===== src/rtl/diffraction_r_factor_top_assert.svh =====
// ----------------------------------------------------------------------------
// R-factor engine assertion macros
// Shared clocked assertion forms on clk_i, disabled while rst_ni is low.
// ----------------------------------------------------------------------------
`ifndef DIFFRACTION_R_FACTOR_TOP_ASSERT_SVH
`define DIFFRACTION_R_FACTOR_TOP_ASSERT_SVH

// property holds at every edge
`define DRF_ASSERT(lbl, prop) \
  lbl: assert property (@(posedge clk_i) disable iff (!rst_ni) (prop)) \
    else $error("drf assertion failed");

// consequent holds in the cycle after the antecedent
`define DRF_ASSERT_NEXT(lbl, ante, cons) \
  lbl: assert property (@(posedge clk_i) disable iff (!rst_ni) (ante) |=> (cons)) \
    else $error("drf assertion failed");

`endif


===== src/rtl/drf_pkg.sv =====
// ----------------------------------------------------------------------------
// R-factor engine package
// Sizes, codes, shared types and helpers of the R-factor engine.
// ----------------------------------------------------------------------------
package drf_pkg;

  localparam int MaxPoints = 4096;
  localparam int AddrW     = $clog2(MaxPoints);
  localparam int CntW      = $clog2(MaxPoints + 1);
  localparam int FieldW    = 24;
  localparam int SumW      = 64;
  localparam int QuoW      = 32;
  localparam int DevW      = 48;
  localparam int OcW       = 13;
  localparam int LimW      = 16;
  localparam int CfgIdxW   = 8;
  localparam int CfgDataW  = 16;
  localparam int InDataW   = 96;
  localparam int OutDataW  = 96;

  localparam logic [CfgIdxW-1:0] CfgIdxMode  = 8'd0;
  localparam logic [CfgIdxW-1:0] CfgIdxLimit = 8'd1;
  localparam logic [LimW-1:0]    LimitReset  = 16'd768;

  typedef enum logic [1:0] {
    ModeWls = 2'd0,
    ModeWcr = 2'd1,
    ModeLs  = 2'd2,
    ModeCr  = 2'd3
  } drf_mode_e;

  typedef struct packed {
    logic              meridional;
    logic [FieldW-1:0] amplitude_error;
    logic [FieldW-1:0] intensity_error;
    logic [FieldW-1:0] calculated;
    logic [FieldW-1:0] observed;
  } drf_point_t;

  typedef struct packed {
    drf_point_t point;
    logic       store;
    logic       last;
  } drf_item_t;

  function automatic logic [SumW-1:0] sat_add(logic [SumW-1:0] a, logic [SumW-1:0] b);
    logic [SumW:0] s;
    s = {1'b0, a} + {1'b0, b};
    return s[SumW] ? {SumW{1'b1}} : s[SumW-1:0];
  endfunction

endpackage


===== src/rtl/drf_front.sv =====
// ----------------------------------------------------------------------------
// R-factor engine front end
// Accepts point beats, drops points that carry nothing, queues the rest.
// ----------------------------------------------------------------------------
module drf_front (
  input  logic                        clk_i,
  input  logic                        rst_ni,
  input  logic                        in_valid_i,
  output logic                        in_ready_o,
  input  logic [drf_pkg::InDataW-1:0] in_data_i,
  input  logic                        in_user_i,
  input  logic                        in_last_i,
  output logic                        item_valid_o,
  input  logic                        item_ready_i,
  output drf_pkg::drf_item_t          item_o
);

  localparam int QDepth = 2;
  localparam int QPtrW  = $clog2(QDepth);
  localparam int QCntW  = $clog2(QDepth + 1);

  drf_pkg::drf_item_t    q_mem [QDepth];
  drf_pkg::drf_item_t    new_item;
  logic [QPtrW-1:0]      wr_q, wr_d, rd_q, rd_d;
  logic [QCntW-1:0]      fill_q, fill_d;
  logic                  push, pop;

  always_comb begin
    new_item.point.observed        = in_data_i[23:0];
    new_item.point.calculated      = in_data_i[47:24];
    new_item.point.intensity_error = in_data_i[71:48];
    new_item.point.amplitude_error = in_data_i[95:72];
    new_item.point.meridional      = in_user_i;
    new_item.store                 = in_data_i[71:48] != '0;
    new_item.last                  = in_last_i;
  end

  assign in_ready_o   = fill_q != QCntW'(QDepth);
  assign item_valid_o = fill_q != '0;
  assign item_o       = q_mem[rd_q];
  assign push = in_valid_i && in_ready_o && (new_item.store || new_item.last);
  assign pop  = item_valid_o && item_ready_i;

  always_comb begin
    wr_d   = push ? wr_q + 1'b1 : wr_q;
    rd_d   = pop ? rd_q + 1'b1 : rd_q;
    fill_d = fill_q + QCntW'(push) - QCntW'(pop);
  end

  always_ff @(posedge clk_i or negedge rst_ni) begin
    if (!rst_ni) begin
      wr_q   <= '0;
      rd_q   <= '0;
      fill_q <= '0;
    end else begin
      wr_q   <= wr_d;
      rd_q   <= rd_d;
      fill_q <= fill_d;
    end
  end

  always_ff @(posedge clk_i) begin
    if (push) begin
      q_mem[wr_q] <= new_item;
    end
  end

endmodule


===== config.mk =====
export PLATFORM = sky130hd
export DESIGN_NAME = drf_front
export DESIGN_NICKNAME = d
export VERILOG_FILES = /design/src/rtl/diffraction_r_factor_top_assert.svh /design/src/rtl/drf_pkg.sv /design/src/rtl/drf_front.sv
export SDC_FILE = /design/constraint.sdc
export NUM_CORES = 1
export LEC_CHECK = 0
export ABC_AREA = 1
export BUFFER_PORTS_ARGS = -buffer_cell sky130_fd_sc_hd__buf_2
export CAP_MARGIN = 30
export CORE_MARGIN = 1
export CORE_UTILIZATION = 52
export CTS_BUF_LIST = sky130_fd_sc_hd__clkbuf_8 sky130_fd_sc_hd__clkbuf_16
export DETAILED_ROUTE_END_ITERATION = 8
export GPL_TIMING_DRIVEN = 0
export PLACE_DENSITY = 0.79
export SLEW_MARGIN = 0
export SYNTH_ARGS = -nofsm -noshare
export SYNTH_HDL_FRONTEND = slang
export SYNTH_SLANG_ARGS = --single-unit

===== constraint.sdc =====
create_clock -name clk_i -period 6.3 [get_ports clk_i]
set_clock_uncertainty 0.15 [all_clocks]
set_input_delay 0.63 -clock clk_i [delete_from_list [all_inputs] [get_ports clk_i]]
set_output_delay 0.63 -clock clk_i [all_outputs]
set_load 0.005 [all_outputs]

==> flow_summary.toml <==
[critical_path]
reg2reg_from = "fill_q[1]$_DFF_PN0_"
cp-startpoint = "rd_q$_DFFE_PN0P_"
crit_required_ns = 5.52
start_kind = "register"
cp_top_family = "buffers and inverters"
cp_max_fo = 10
cpPeakStageDelay_ns = 0.36
arrival_ns = 1.74
worst-setup-path-type = "register to output pin"
critPathBufInv = 4
crit_path_end_kind = "output pin"
reg2reg_depth = 5
path_cells = "buf_4 > inv_4 > buf_2 > nand2_1 > nand2_1 > buf_2"
worst_path_max_delay_cell = "dfrtp_1"
r2r_end = "q_mem[1][10]$_DFFE_PP_"
r2r_setup_slack_ns = 3.93

[min_path]
hold_start = "in_data_i[46]"
hold_depth = 1
min_path_type = "primary input to register"
min_to = "q_mem[0][48]$_DFFE_PP_"

[cells_and_area]
fin_cells = 986
drive_gt1_share_pct = 32.3
area_delta_synth_final_pct = 26.4
fill_cells = 1020
final_cell_mix = "nand2_1, buf_2, edfxtp_1, clkbuf_16, nor2_1"
finalInstanceArea_um2 = 9500
final_common_cell = "nand2_1"
num-nets-final = 897

[clocking]
postCtsSetupBuffers = 0
clock_sinks = 202
clock_path_buffers = 3
worstSkewPairLatency_ns = 0.47
cts_tree = "built"
cts_buffers = 20
cts_root_buffer = "clkbuf_16"
clkTransAtPathRegs_ns = 0.06
cts_max_level = 1

[sta]
period_share_pct = 40.0
holdWs_ns = 0.193
max_freq_ghz = 0.397
maxSlewViolCount = 0
hold_violations = 0
rsz0062_at_grt = "false"
finalSetupViolCount = 0
tightest_slew_ns = 0.563
worst_slack_ns = 3.78
layout_min_cycle_time_ns = 2.52
slew_headroom_pct = 62.4

[power_and_ir_drop]
ir_drop_uv = 270
power.density_nw_per_um2 = 459
total_leakage_power_uw = 0.00413

[drt]
wl_mm = 15.1
vias = 4842
drc_errors = 0
via_per_inst = 4.91
routedWlPerCell_um = 15.3
drtAntennaViolNets = 0
drtPass1Iterations = 4
drt-initial-drc-count = 310

[synth]
ys_top_cells_by_area = "edfxtp_1, nand2_1, dfrtp_1"
seq_area_frac_synth_pct = 80.5
synth_nets = 668
synth_cell_types = 19
ys.warnings.count = 0
syn_inst = 564
ys_seq_elements = 202
synth.avg_cell_area_um2 = 13.3
yosys.area.top_type = "edfxtp_1"
syn_area_um2 = 7510
yosysTopAreaCellShare_pct = 79.1

[placement]
dp_cells = 950
port_buffers = 202
dp_hpwl_mm = 10.2
post-place-ws_ns = 3.61
placed_cell_area_um2 = 8860
gp_congestion = 0.754

[floorplan]
coreArea_um2 = 14000
die_area_um2 = 14900
dieWidth_um = 122
initial_utilization_pct = 53.7
die_h_um = 122
ios = 203
rows = 43

[status]
outcome = "completed"

[flow_run]
max-cap-violations = 0

[global_route]
grt.total_usage_pct = 19.8
grt_pass1_vias = 4723
overflow = 0
grt_pass1_wl_mm = 22.7
grt_max_degree = 60
antenna_found_initial = 3
how the worst max path moves through the flow:
stage                                        end  slack (ns)  depth (start not counted)
after CTS                              item_o[6]        3.75                          6
after detailed placement  q_mem[1][25]$_DFFE_PP_        3.61                          6
after floorplan            q_mem[1][0]$_DFFE_PP_        0.47                          3
after global placement    q_mem[1][25]$_DFFE_PP_       -1.69                          4
after global routing                   item_o[7]        3.66                          6
final                                  item_o[6]        3.78                          6
cell usage after synthesis:
master / count
nor2_1: 13
edfxtp_1: 198
buf_6: 1
nand2_2: 2
buf_2: 17
inv_1: 6
or2_1: 1
inv_4: 1
a21boi_0: 1
xor2_1: 1
xnor2_1: 2
nor2_4: 1
dfrtp_1: 4
nand3_1: 2
nand4_2: 1
nand2_1: 306
nor2_2: 2
ha_1: 2
buf_4: 3
area by class of cell:
class | instances | area (um^2) | area share [%]
Timing Repair Buffer | 207 | 1120 | 11.8
Clock buffer | 21 | 526 | 5.53
Antenna cell | 2 | 5.00 | 0.0527
Clock inverter | 12 | 98.8 | 1.04
Buffer | 21 | 119 | 1.25
Multi-Input combinational cell | 334 | 1330 | 14.0
Inverter | 7 | 31.3 | 0.329
Tap cell | 180 | 225 | 2.37
Sequential cell | 202 | 6050 | 63.7
registers in the layout, summed over array words and instances (netlist names):
signal,cells
wr_q,1
rd_q,1
q_mem,198
fill_q,2
power breakdown:
part	internal [uW]	leakage (uW)	switching, uW	total, uW
logic	505	0.00194	828	1330
registers	1830	0.00188	70.6	1900
clock network	677	0.000313	446	1120
total	3010	0.00413	1340	4360
repair_timing:
item | in CTS | in global routing
setup endpoints to repair | 0 | 0
hold buffers | 1 | 0
hold endpoints to repair | 4 | 0
gates resized for setup | 0 | 0
routing by layer:
layer,track usage [%],vias to the layer above,wire length (um)
met2,35.3,178,7630
met5,0,-,10
met4,6.63,2,461
met1,24.1,2272,6010
met3,3.76,32,965
li1,-,2358,-
metrics by stage:
stage          utilization (%)  TNS, ns  total power (uW)
2_1_floorplan                -        0              2650
3_3_place_gp              62.6  -166.79              3240
3_5_place_dp              63.3        0              3280
4_1_cts                   67.8        0              4410
5_1_grt                   67.9        0              4610
6_report                  67.9        0              4360
cell families after synthesis:
group,synth area share (%)
AND/OR/NAND/NOR,16.8
buffers and inverters,1.96
adder cells (fa/ha/maj),0.333
AO/OA/AOI/OAI,0.0999
XOR/XNOR,0.350
flip-flops,80.5
No activity file was read; power rests on OpenSTA's default activity.
